`config.mk`:
```
export PLATFORM = sky130hd
export DESIGN_NAME = per_task_runtime_accounting
export DESIGN_NICKNAME = d
export VERILOG_FILES = /design/src/sv/ptra_pkg.sv /design/src/sv/ptra_ctrl.sv /design/src/sv/ptra_dp.sv /design/src/sv/per_task_runtime_accounting.sv
export SDC_FILE = /design/constraint.sdc
export NUM_CORES = 2
export LEC_CHECK = 0
export ABC_CLOCK_PERIOD_IN_PS = 13200
export BUFFER_PORTS_ARGS = -buffer_cell sky130_fd_sc_hd__buf_2
export CAP_MARGIN = 15
export CORE_ASPECT_RATIO = 0.7
export CORE_MARGIN = 2
export CORE_UTILIZATION = 62
export CTS_CLUSTER_SIZE = 28
export DETAILED_ROUTE_END_ITERATION = 10
export PLACE_DENSITY = 0.79
export SLEW_MARGIN = 15
export SYNTH_ARGS = -nofsm -noshare
export SYNTH_HDL_FRONTEND = slang
export SYNTH_SLANG_ARGS = --single-unit
```
`constraint.sdc`:
```
create_clock -name i_clk -period 13.2 [get_ports i_clk]
set_clock_uncertainty 0.2 [all_clocks]
set_input_delay 1.32 -clock i_clk [delete_from_list [all_inputs] [get_ports i_clk]]
set_output_delay 1.32 -clock i_clk [all_outputs]
set_load 0.03 [all_outputs]
```
`src/sv/ptra_pkg.sv`:
```
package ptra_pkg;

    // Default number of per-task records.
    localparam int NUM_TASKS_DEF = 16;

    // Field widths of the stream items and the configuration register.
    localparam int TASK_W  = 4;
    localparam int WORD_W  = 32;
    localparam int WIDE_W  = 64;
    localparam int IN_TDATA_W  = 48;
    localparam int OUT_TDATA_W = 288;

    // Saturation limit of the longest burst.
    localparam logic [WORD_W-1:0] WORD_MAX = 32'hFFFF_FFFF;

    // Operation codes carried in tuser.
    localparam logic OP_SWITCH = 1'b0;
    localparam logic OP_READ   = 1'b1;

    // Input tdata layout.
    localparam int IN_RAW_LSB   = 0;
    localparam int IN_OV_BIT    = 32;
    localparam int IN_OT_LSB    = 33;
    localparam int IN_IV_BIT    = 37;
    localparam int IN_IT_LSB    = 38;

    // Output tdata layout.
    localparam int OUT_NOW_LSB   = 0;
    localparam int OUT_TOTAL_LSB = 64;
    localparam int OUT_LONG_LSB  = 128;
    localparam int OUT_ENTRY_LSB = 160;
    localparam int OUT_IDLE_LSB  = 192;
    localparam int OUT_SWTCH_LSB = 256;

    // Commands from the controller to the datapath.
    typedef struct packed {
        logic accept;   // latch the request and read the outgoing task's record
        logic delta;    // form the run time, read the incoming task's entry count
        logic commit;   // write back and load the result register
    } t_cmd;

endpackage

```
`src/sv/ptra_ctrl.sv`:
```
module ptra_ctrl (
    input  logic              i_clk,
    input  logic              i_rst_n,
    input  logic              i_in_valid,
    output logic              o_in_ready,
    input  logic              i_out_ready,
    output logic              o_out_valid,
    output ptra_pkg::t_cmd    o_cmd
);

    localparam logic [1:0] ST_IDLE   = 2'd0;
    localparam logic [1:0] ST_DELTA  = 2'd1;
    localparam logic [1:0] ST_COMMIT = 2'd2;

    logic [1:0] r_state;
    logic [1:0] n_state;
    logic       r_out_vld;
    logic       n_out_vld;
    logic       accept;
    logic       commit;

    assign accept = i_in_valid && (r_state == ST_IDLE);
    assign commit = (r_state == ST_COMMIT) && (!r_out_vld || i_out_ready);

    always_comb begin
        n_state = r_state;
        unique case (r_state)
            ST_IDLE:   if (accept) n_state = ST_DELTA;
            ST_DELTA:  n_state = ST_COMMIT;
            ST_COMMIT: if (commit) n_state = ST_IDLE;
            default:   n_state = ST_IDLE;
        endcase
    end

    always_comb begin
        n_out_vld = r_out_vld;
        priority if (commit) begin
            n_out_vld = 1'b1;
        end else if (i_out_ready) begin
            n_out_vld = 1'b0;
        end
    end

    always_ff @(posedge i_clk) begin
        if (!i_rst_n) begin
            r_state   <= ST_IDLE;
            r_out_vld <= 1'b0;
        end else begin
            r_state   <= n_state;
            r_out_vld <= n_out_vld;
        end
    end

    assign o_in_ready   = (r_state == ST_IDLE);
    assign o_out_valid  = r_out_vld;
    assign o_cmd.accept = accept;
    assign o_cmd.delta  = (r_state == ST_DELTA);
    assign o_cmd.commit = commit;

`ifndef SYNTH
    a_one_cmd: assert property (@(posedge i_clk) disable iff (!i_rst_n)
        $onehot0({o_cmd.accept, o_cmd.delta, o_cmd.commit}))
        else $error("more than one datapath command in a cycle");

    a_accept_delta: assert property (@(posedge i_clk) disable iff (!i_rst_n)
        o_cmd.accept |=> o_cmd.delta)
        else $error("accepted request not followed by the delta step");

    a_commit_shows: assert property (@(posedge i_clk) disable iff (!i_rst_n)
        o_cmd.commit |=> o_out_valid && !o_in_ready || o_out_valid)
        else $error("commit did not present a result");

    a_stall_holds: assert property (@(posedge i_clk) disable iff (!i_rst_n)
        (r_state == ST_COMMIT) && r_out_vld && !i_out_ready |=> (r_state == ST_COMMIT))
        else $error("commit taken while the result register was still full");
`endif

endmodule

```
`src/sv/ptra_dp.sv`:
```
module ptra_dp #(
    parameter int NUM_TASKS = ptra_pkg::NUM_TASKS_DEF
) (
    input  logic                               i_clk,
    input  logic                               i_rst_n,
    input  ptra_pkg::t_cmd                     i_cmd,
    input  logic                               i_cfg_wr_en,
    input  logic [ptra_pkg::TASK_W-1:0]        i_cfg_wr_data,
    input  logic                               i_op,
    input  logic [ptra_pkg::IN_TDATA_W-1:0]    i_in_data,
    output logic [ptra_pkg::OUT_TDATA_W-1:0]   o_out_data
);

    localparam int TIDX_W = $clog2(NUM_TASKS);
    localparam int TW = ptra_pkg::TASK_W;
    localparam int WW = ptra_pkg::WORD_W;
    localparam int XW = ptra_pkg::WIDE_W;

    // Request fields.
    logic [WW-1:0] raw;
    logic          ov;
    logic [TW-1:0] ot;
    logic          iv;
    logic [TW-1:0] it;

    assign raw = i_in_data[ptra_pkg::IN_RAW_LSB +: WW];
    assign ov  = i_in_data[ptra_pkg::IN_OV_BIT];
    assign ot  = i_in_data[ptra_pkg::IN_OT_LSB +: TW];
    assign iv  = i_in_data[ptra_pkg::IN_IV_BIT];
    assign it  = i_in_data[ptra_pkg::IN_IT_LSB +: TW];

    // Global state.
    logic [TW-1:0] r_idle_id;
    logic [WW-1:0] r_wrap;
    logic [WW-1:0] r_last;
    logic [XW-1:0] r_idle_sum;
    logic [WW-1:0] r_switch_cnt;

    // Latched request.
    logic              r_op;
    logic              r_out_ok;
    logic              r_in_ok;
    logic              r_same;
    logic              r_out_is_idle;
    logic [TIDX_W-1:0] r_out_idx;
    logic [TIDX_W-1:0] r_in_idx;
    logic [XW-1:0]     r_now;

    // Per-task tables and their valid bits.
    logic [XW-1:0] m_start [NUM_TASKS];
    logic [XW-1:0] m_total [NUM_TASKS];
    logic [WW-1:0] m_long  [NUM_TASKS];
    logic [WW-1:0] m_entry [NUM_TASKS];
    logic [NUM_TASKS-1:0] r_so_vld;
    logic [NUM_TASKS-1:0] r_tl_vld;

    // Registered read data.
    logic [XW-1:0] r_start_rd;
    logic [XW-1:0] r_total_rd;
    logic [WW-1:0] r_long_rd;
    logic [WW-1:0] r_entry_rd;
    logic          r_start_hit;
    logic          r_tl_hit;
    logic          r_entry_hit;

    // Outgoing run time.
    logic [XW-1:0] r_delta;
    logic [WW-1:0] r_sat;
    logic [WW-1:0] r_ent_out;

    logic [TIDX_W-1:0] out_idx;
    logic [TIDX_W-1:0] in_idx;
    logic              out_ok;
    logic              in_ok;
    logic              wrap_inc;
    logic [WW-1:0]     wrap_nxt;
    logic [XW-1:0]     start_eff;
    logic [XW-1:0]     total_eff;
    logic [WW-1:0]     long_eff;
    logic [WW-1:0]     entry_eff;
    logic [XW-1:0]     delta;
    logic              apply_out;
    logic              apply_in;
    logic [XW-1:0]     total_new;
    logic [WW-1:0]     long_new;
    logic [WW-1:0]     entry_in_new;
    logic [WW-1:0]     entries_rep;
    logic [XW-1:0]     idle_new;
    logic [WW-1:0]     switch_new;
    logic [TIDX_W-1:0] rd_entry_idx;

    assign out_idx  = TIDX_W'(ot);
    assign in_idx   = TIDX_W'(it);
    assign out_ok   = ov && (32'(ot) < NUM_TASKS);
    assign in_ok    = iv && (32'(it) < NUM_TASKS);
    assign wrap_inc = (raw < r_last);
    assign wrap_nxt = r_wrap + {{(WW-1){1'b0}}, wrap_inc};

    assign start_eff = r_start_hit ? r_start_rd : '0;
    assign total_eff = r_tl_hit    ? r_total_rd : '0;
    assign long_eff  = r_tl_hit    ? r_long_rd  : '0;
    assign entry_eff = r_entry_hit ? r_entry_rd : '0;
    assign delta     = r_now - start_eff;

    assign apply_out    = (r_op == ptra_pkg::OP_SWITCH) && r_out_ok;
    assign apply_in     = (r_op == ptra_pkg::OP_SWITCH) && r_in_ok;
    assign total_new    = total_eff + (apply_out ? r_delta : '0);
    assign long_new     = (apply_out && (r_sat > long_eff)) ? r_sat : long_eff;
    assign entry_in_new = entry_eff + 32'd1;
    assign entries_rep  = (apply_in && r_same) ? entry_in_new : r_ent_out;
    assign idle_new     = (apply_out && r_out_is_idle) ? (r_idle_sum + r_delta) : r_idle_sum;
    assign switch_new   = (r_op == ptra_pkg::OP_SWITCH) ? (r_switch_cnt + 32'd1) : r_switch_cnt;

    // The entry-count table is read for the outgoing task first, then the incoming one.
    assign rd_entry_idx = i_cmd.accept ? out_idx : r_in_idx;

    always_ff @(posedge i_clk) begin
        if (!i_rst_n) begin
            r_idle_id    <= '0;
        end else if (i_cfg_wr_en) begin
            r_idle_id    <= i_cfg_wr_data;
        end
    end

    always_ff @(posedge i_clk) begin
        if (!i_rst_n) begin
            r_wrap       <= '0;
            r_last       <= '0;
            r_idle_sum   <= '0;
            r_switch_cnt <= '0;
        end else begin
            if (i_cmd.accept && (i_op == ptra_pkg::OP_SWITCH)) begin
                r_wrap <= wrap_nxt;
                r_last <= raw;
            end
            if (i_cmd.commit) begin
                r_idle_sum   <= idle_new;
                r_switch_cnt <= switch_new;
            end
        end
    end

    always_ff @(posedge i_clk) begin
        if (i_cmd.accept) begin
            r_op          <= i_op;
            r_out_ok      <= out_ok;
            r_in_ok       <= in_ok;
            r_same        <= (ot == it);
            r_out_is_idle <= (ot == r_idle_id);
            r_out_idx     <= out_idx;
            r_in_idx      <= in_idx;
            if (i_op == ptra_pkg::OP_SWITCH) begin
                r_now <= {wrap_nxt, raw};
            end else begin
                r_now <= {r_wrap, r_last};
            end
        end
        if (i_cmd.delta) begin
            r_delta   <= delta;
            r_sat     <= (|delta[XW-1:WW]) ? ptra_pkg::WORD_MAX : delta[WW-1:0];
            r_ent_out <= entry_eff;
        end
    end

    // Valid bits stand in for clearing the tables at reset.
    always_ff @(posedge i_clk) begin
        if (!i_rst_n) begin
            r_so_vld <= '0;
            r_tl_vld <= '0;
        end else if (i_cmd.commit) begin
            if (apply_in)  r_so_vld[r_in_idx]  <= 1'b1;
            if (apply_out) r_tl_vld[r_out_idx] <= 1'b1;
        end
    end

    always_ff @(posedge i_clk) begin
        if (i_cmd.commit && apply_in) begin
            m_start[r_in_idx] <= r_now;
        end
        if (i_cmd.accept) begin
            r_start_rd  <= m_start[out_idx];
            r_start_hit <= r_so_vld[out_idx];
        end
    end

    always_ff @(posedge i_clk) begin
        if (i_cmd.commit && apply_out) begin
            m_total[r_out_idx] <= total_new;
        end
        if (i_cmd.accept) begin
            r_total_rd <= m_total[out_idx];
            r_tl_hit   <= r_tl_vld[out_idx];
        end
    end

    always_ff @(posedge i_clk) begin
        if (i_cmd.commit && apply_out) begin
            m_long[r_out_idx] <= long_new;
        end
        if (i_cmd.accept) begin
            r_long_rd <= m_long[out_idx];
        end
    end

    always_ff @(posedge i_clk) begin
        if (i_cmd.commit && apply_in) begin
            m_entry[r_in_idx] <= entry_in_new;
        end
        if (i_cmd.accept || i_cmd.delta) begin
            r_entry_rd  <= m_entry[rd_entry_idx];
            r_entry_hit <= r_so_vld[rd_entry_idx];
        end
    end

    // The six result fields fill the result word without gaps.
    always_ff @(posedge i_clk) begin
        if (i_cmd.commit) begin
            o_out_data[ptra_pkg::OUT_NOW_LSB +: XW]   <= r_now;
            o_out_data[ptra_pkg::OUT_TOTAL_LSB +: XW] <= r_out_ok ? total_new : '0;
            o_out_data[ptra_pkg::OUT_LONG_LSB +: WW]  <= r_out_ok ? long_new : '0;
            o_out_data[ptra_pkg::OUT_ENTRY_LSB +: WW] <= r_out_ok ? entries_rep : '0;
            o_out_data[ptra_pkg::OUT_IDLE_LSB +: XW]  <= idle_new;
            o_out_data[ptra_pkg::OUT_SWTCH_LSB +: WW] <= switch_new;
        end
    end

endmodule

```
`src/sv/per_task_runtime_accounting.sv`:
```
// Per-task run time accounting. Each request on the slave stream is either a
// context switch or a record read. A switch carries a raw 32-bit cycle sample,
// which is extended to 64 bits by counting a wrap whenever the sample is below
// the previous one; the outgoing task's run time since its start stamp is added
// to its 64-bit total, its longest burst is raised (saturating at 2^32-1), and
// the run time also feeds the idle total when the outgoing task is the idle
// task set through the configuration port. The incoming task gets a new start
// stamp and one more switch-in count, and every switch bumps the switch
// counter. When the same task leaves and enters, the outgoing update comes
// first. A read returns the record of the task named in the outgoing field and
// changes nothing. Every request gives exactly one result on the master stream.
// A request goes through its steps in order before its result is loaded: on
// acceptance the outgoing task's record is read, the delta step forms the run
// time and reads the incoming task's switch-in count from the same
// single-read-port table, and the commit step writes back and loads the
// result. One request is in flight at a time: a new request is not accepted
// until the last one has been committed, and a full result register holds
// the commit step until the result is taken. The tables need no clearing pass
// after reset: per-entry valid bits make never-written entries read as zero.
module per_task_runtime_accounting #(
    parameter int NUM_TASKS = ptra_pkg::NUM_TASKS_DEF
) (
    input  logic                               i_clk,
    input  logic                               i_rst_n,
    // Configuration: idle task index.
    input  logic                               i_cfg_wr_en,
    input  logic [ptra_pkg::TASK_W-1:0]        i_cfg_wr_data,
    // Request stream.
    input  logic                               s_axis_tvalid,
    output logic                               s_axis_tready,
    // tdata, lowest bit up: raw_cycles[31:0], out_valid[32], out_task[36:33],
    // in_valid[37], in_task[41:38], zero fill[47:42].
    input  logic [ptra_pkg::IN_TDATA_W-1:0]    s_axis_tdata,
    // tuser: operation (0 = context switch, 1 = read record).
    input  logic                               s_axis_tuser,
    // Result stream.
    output logic                               m_axis_tvalid,
    input  logic                               m_axis_tready,
    // tdata, lowest bit up: now_cycles[63:0], task_run_total[127:64],
    // task_longest_burst[159:128], task_entries[191:160], idle_total[255:192],
    // switch_total[287:256].
    output logic [ptra_pkg::OUT_TDATA_W-1:0]   m_axis_tdata
);

    ptra_pkg::t_cmd cmd;

    // Sequencer: accept, delta step, commit, and the result handshake.
    ptra_ctrl u_ctrl (
        .i_clk       (i_clk),
        .i_rst_n     (i_rst_n),
        .i_in_valid  (s_axis_tvalid),
        .o_in_ready  (s_axis_tready),
        .i_out_ready (m_axis_tready),
        .o_out_valid (m_axis_tvalid),
        .o_cmd       (cmd)
    );

    // Counters, per-task tables and the result register.
    ptra_dp #(
        .NUM_TASKS (NUM_TASKS)
    ) u_dp (
        .i_clk         (i_clk),
        .i_rst_n       (i_rst_n),
        .i_cmd         (cmd),
        .i_cfg_wr_en   (i_cfg_wr_en),
        .i_cfg_wr_data (i_cfg_wr_data),
        .i_op          (s_axis_tuser),
        .i_in_data     (s_axis_tdata),
        .o_out_data    (m_axis_tdata)
    );

endmodule
```
* Yosys cells after proc, flatten, opt, wreduce, memory -nomap -nowiden
Memories as Yosys holds them, arrays and structs flattened. A register that Yosys moved wholly into a read port is not among the register bits. Cells that the tools add are included.
Storage, ports and cells: bits in writable memories 3072, output and inout bits 290, memories kept 4, bits in registers 695, input port bits 58
Operators by class: magnitude comparators 8, equal/unequal tests 6, reductions and logical operators 21, $add $sub $neg 6, bitwise gates (word level) 4, multiplexer cells 30
Memories:
- u_dp.m_start | depth 16, bits a word 64, read ports 1, clocked after Yosys merged registers in 1, wr ports 1, RTL line ptra_dp.sv:50 | logic [XW-1:0] m_start [NUM_TASKS];
- u_dp.m_total | depth 16, bits a word 64, read ports 1, clocked after Yosys merged registers in 1, wr ports 1, RTL line ptra_dp.sv:51 | logic [XW-1:0] m_total [NUM_TASKS];
- u_dp.m_entry | depth 16, bits a word 32, read ports 1, clocked after Yosys merged registers in 1, wr ports 1, RTL line ptra_dp.sv:53 | logic [WW-1:0] m_entry [NUM_TASKS];
- u_dp.m_long | depth 16, bits a word 32, read ports 1, clocked after Yosys merged registers in 1, wr ports 1, RTL line ptra_dp.sv:52 | logic [WW-1:0] m_long [NUM_TASKS];
Operator list (count):
- two-way mux 64 bit | 5
- two-way mux 32 bit | 5
- adder 64 bit | 2
- adder 32 x 1 -> 32 bit (second input constant) | 2
- subtractor 64 bit | 1
- adder 32 x 1 -> 32 bit | 1
- > comparator 32 bit | 1
- less-than comparator 32 bit | 1
- OR 16 bit | 2
- OR reduction 32 bit | 1
- less-than comparator 4 x 5 -> 1 bit (second input constant) | 4
- binary-select mux 1 bit (select 4 bit) | 3
- logical AND 1 bit | 12
- two-way mux 1 bit | 11
- demux 1 bit (select 4 bit) | 2
- equality test 4 bit | 2
- >= comparator 4 x 1 -> 1 bit (second input constant) | 2
- one-hot mux 2 bit (3 select lines) | 1
- AND reduction 2 bit | 3
- two-way mux 2 bit | 2
- two-way mux 4 bit | 1
- != test 2 x 1 -> 1 bit (second input constant) | 2
- equality test 2 x 1 -> 1 bit (second input constant) | 1
- equality test 2 bit (second input constant) | 1
- 5 further kinds | 7

* Logic depth before layout (Yosys ltp)
depth in word-level cells 6, mapped depth 25, depth with buffers taken out 25

* By module
A second synthesis with hierarchy kept.
Unflattened totals: cell total of the unflattened synthesis 8998, area total of the unflattened synthesis 162812.4 sq um
By module, submodules not included:
- ptra_dp | times used 1, sequential area each 116832.1 sq um, area each 162658.5 sq um, cells an instance 8983
- ptra_ctrl | times used 1, sequential area each 60.1 sq um, area each 153.9 sq um, cells an instance 15

* Worst setup path before layout
OpenSTA, ideal clock, no wires.
path type input -> register, from input port s_axis_tvalid, to register u_dp.r_entry_hit (data pin), library setup time 0.275 ns, data required time 12.725 ns, path buffers 3, setup slack 1.529 ns, arrival time 11.196 ns, stages on the path 9, cells stage by stage and2_1 clkbuf_1 mux2i_1 clkbuf_1 buf_1 mux4_2 and2_1 a211oi_1 a31oi_1
On the way: cells in the longest elaborated chain, start to end 4
RTL lines:
- start, declared | RTL line per_task_runtime_accounting.sv:29 | input logic s_axis_tvalid,
- logical AND 1 bit | RTL line ptra_ctrl.sv:22 | assign accept = i_in_valid && (r_state == ST_IDLE);
- net u_ctrl.accept | RTL line ptra_ctrl.sv:19 | logic accept;
- two-way mux 4 bit | RTL line ptra_dp.sv:115 | assign rd_entry_idx = i_cmd.accept ? out_idx : r_in_idx;
- binary-select mux 1 bit (select 4 bit) | RTL line ptra_dp.sv:211 | r_entry_hit <= r_so_vld[rd_entry_idx];
- two-way mux 1 bit (not written as such) | RTL line ptra_dp.sv:211
- end signal, assigned | RTL line ptra_dp.sv:211
- end, declared | RTL line ptra_dp.sv:64 | logic r_entry_hit;
The timed path passes the listed nets, and every way through them passes these cells. The select of a mux whose other input is x is not followed. A chain may end at the register's enable or synchronous reset.

* Worst setup path after layout
from register u_dp.r_out_ok, to memory u_dp.m_total[13][62] in the netlist's numbering (data pin)
On the way: cells in the longest elaborated chain, start to end 3
RTL lines:
- start, declared | RTL line ptra_dp.sv:41 | logic r_out_ok;
- start signal, assigned | RTL line ptra_dp.sv:146 | r_out_ok <= out_ok;
- logical AND 1 bit | RTL line ptra_dp.sv:105 | assign apply_out = (r_op == ptra_pkg::OP_SWITCH) && r_out_ok;
- two-way mux 64 bit | RTL line ptra_dp.sv:107 | assign total_new = total_eff + (apply_out ? r_delta : '0);
- adder 64 bit | RTL line ptra_dp.sv:107
- net u_dp.total_new[62] | RTL line ptra_dp.sv:84 | logic [XW-1:0] total_new;
- end, declared | RTL line ptra_dp.sv:51
The timed path passes the listed nets, and every way through them passes these cells.

==> metrics.md <==
| Metric | Value |
|---|---|
| Min Clock Period, post-route | `6.847 ns` |
| Critical Path Start Type | `register` |
| Max Cap Viol | `0` |
| Yosys reg bits | `3959` |
| Worst Tran Pin Value | `1.402 ns` |
| Setup-failing EPs final | `0` |
| Req. time, crit path | `13.59 ns` |
| Fillers | `15790` |
| Post_cts resized | `0` |
| Avg Cell Area, Syn | `17.98 um^2` |
| Post-Syn Area | `162700 um^2` |
| Max FO, Critical Path | `135` |
| Syn Nets | `9370` |
| Later-pin clock latency in the skew report | `0.92 ns` |
| Post-synthesis mux area share | `0.1320` |
| DRT iter0 DRCs | `14250` |
| Gr ovfl total | `0` |
| Total wire length after detailed routing | `442100 um` |
| GP Congestion | `0.9624` |
| Residual DRC | `0` |
| Ys flop type | `edfxtp_1` |
| Post-Synth XOR/XNOR Area | `0.01653` |
| Area of the multi-input gates | `44270 um^2` |
| Core area | `261300 um^2` |
| Initial Util | `0.6228` |
| CTS Buffer Depth | `4` |
| Post-route ant nets | `0` |
| Final Max Slew Viols | `0` |
| Post-CTS setup buffers | `0` |
| Die extent in y | `432.6 um` |
| Io pins | `348` |
| Largest family of logic cells by synthesized area | `multiplexers` |
| Compound-Gate Fraction of Synth Area | `0.04269` |
| Fmax | `146.0 MHz` |
| Share of synthesized cell area in full adder, half adder and majority cells | `0.02036` |
| Final net count | `9852` |
| Tcrit/Tclk final | `0.5187` |
| Register area share after synthesis | `0.7184` |
| CTS Buf Count | `360` |
| Chip width | `616.3 um` |
| CTS Sinks | `3959` |
| Critical Path AT | `7.23 ns` |
| Post-synth EDFFs | `3760` |
| Area of the die | `266600 um^2` |
| Synth-to-Final Area Change | `11.35%` |
| Initial DRT Pass Iterations | `6` |
| Status | `complete, no violations` |
| Wire length per cell | `33.16 um` |
| Cells after Synth | `9049` |
| Hold Buf Count CTS | `0` |
| Setup CP Type | `register to register` |
| Power per cell area | `147.7 nW/um^2` |
| Final Hold Viols | `0` |
| Placed cells | `12650` |
| Worst R2R Setup Slack | `6.35 ns` |
| Setup TNS | `0 ns` |
| Ys async rst share | `0` |
| First-pass GRT wire length | `630400 um` |
| GRT Overall Usage | `0.3303` |
| Clk root buf | `clkbuf_16` |
| Vias | `91880` |
| Crit. End Element | `register` |
| Leak | `60.60 nW` |
| Hpwl dp | `252700 um` |
| Worst-path clk slew | `0.07 ns` |
| Worst min path class | `register to register` |
| Slew HR | `0.05863` |
| H-Tree Depth | `5` |
| Vias in the first global route | `89020` |
| Share of cells above drive strength 1 | `0.2244` |
| Initial antenna violation count | `26` |
| Non-Filler Instances | `13330` |
| Register area | `116900 um^2` |
| Max VDD drop | `0.0001415 V` |
| Distinct cells, synth | `93` |
| Yosys warns | `0` |
| Fin util | `0.6935` |
| Row Count | `157` |
| CTS tree | `done` |
| Largest net degree at the start of global routing | `153` |
| Port Buf Inserts | `341` |
| Simple-Gate Fraction of Synth Area | `0.05619` |
| Vias/cell | `6.892` |
| RSZ-0062 raised after global routing | `false` |
==> per-stage QoR <==
stage,total power [mW],hold slack [ns],cell area (um^2),worst slack [ns]
global route,27.37,0.2853,181100,5.901
detailed placement,16.55,0.2581,169300,5.705
floorplan,15.75,0.2348,162700,1.529
global placement,16.49,0.2442,169200,5.269
CTS,26.76,0.2709,180700,6.203
finish,26.76,0.2687,181200,6.353
==> layout make-up <==
cell class / instances / area share
inverter: 117 / 0.002493
multi-input combinational: 4512 / 0.2443
clock inverter: 194 / 0.01054
tap: 3498 / 0.02416
timing repair buffer: 581 / 0.02040
clock buffer: 450 / 0.05267
antenna: 20 / 0.0002762
sequential: 3959 / 0.6452
==> worst paths after layout <==
path	startpoint	endpoint	depth (start not counted)
worst max-delay path	u_dp.r_out_ok	u_dp.m_total[13][62]	16
worst min-delay path	u_dp.r_last[26]	u_dp.r_last[26]	2
worst max register to register	u_dp.r_out_ok	u_dp.m_total[13][62]	16
worst min register to register	u_dp.r_last[26]	u_dp.r_last[26]	2
==> cell families (layout without fill, tap and decap cells) <==
kind of cell | after synthesis | after routing
other cells | 0 | 20
fa+ha+maj | 263 | 263
compound gates | 1100 | 1100
mux | 1007 | 1007
flops | 3959 | 3959
buf+inv | 578 | 1342
xor+xnor | 307 | 307
simple gates | 1835 | 1835
==> sequential cells by signal (all words and copies together) (netlist names), 288 cells and up <==
register and flops:
u_dp.m_entry 512, u_dp.o_out_data 288, u_dp.m_total 1024, u_dp.m_long 512, u_dp.m_start 1024
==> synth_stat cells, types with 41 or more instances <==
master / n / area (um^2)
clkbuf_1: 364 / 1366
o21a_1: 41 / 307.8
nand4_1: 80 / 500.5
inv_1: 114 / 427.9
nand2_1: 649 / 2436
nor2_1: 358 / 1344
a21oi_1: 339 / 1697
nor2b_1: 71 / 444.2
mux2_2: 46 / 518.0
ha_1: 260 / 3253
mux4_2: 907 / 20430
xor2_1: 145 / 1270
dfxtp_1: 199 / 3984
o21ai_0: 256 / 1281
a31oi_1: 48 / 300.3
xnor2_1: 162 / 1419
and2_1: 271 / 1695
edfxtp_1: 3760 / 112900
a21o_1: 105 / 788.3
buf_1: 70 / 262.8
nand3_1: 113 / 565.5
mux2i_1: 54 / 540.5
nor3_1: 62 / 310.3
a211oi_1: 90 / 675.7
==> where the power goes <==
part           internal, mW  switching, mW  total (mW)
combinational         0.715           1.42        2.13
sequential             14.1          0.171        14.3
clock                  5.77           4.60        10.4
total                  20.6           6.19        26.8
==> routing by layer <==
metal,track usage,up-vias,part of all wire
met1,0.4831,47050,0.38
met2,0.4974,6858,0.46
met3,0.07556,926,0.13
met5,0,-,0.00013
li1,-,37040,-
met4,0.1163,8,0.037
==> layout by cell type (no fill, tap or decap), types with 68 or more instances in the layout <==
cell type	count
ha_1	260
nand3_1	113
nand2_1	648
and2_1	270
nor2_1	332
edfxtp_1	3760
xnor2_1	131
clkbuf_16	365
o21ai_0	240
nand4_1	80
buf_4	226
clkinv_1	73
a21oi_1	338
xor2_1	131
clkbuf_1	76
a211oi_1	89
inv_1	114
buf_2	338
dfxtp_1	199
a21o_1	105
nor2b_1	68
mux4_2	907
==> critical path: stages (launching register included) <==
cell	delay, ns
edfxtp_1	0.37
buf_12	0.46
nor2b_4	0.27
buf_4	0.41
and2_1	0.21
ha_1	0.31
nand2_1	0.15
nor3_1	0.89
nand4_1	0.17
o32a_1	0.49
a31oi_1	0.57
o211a_1	0.31
o211ai_1	0.22
o31a_1	0.34
o21ai_0	0.15
o21ai_0	0.23
xnor2_2	0.69
Power figures use the tool's default switching activity.
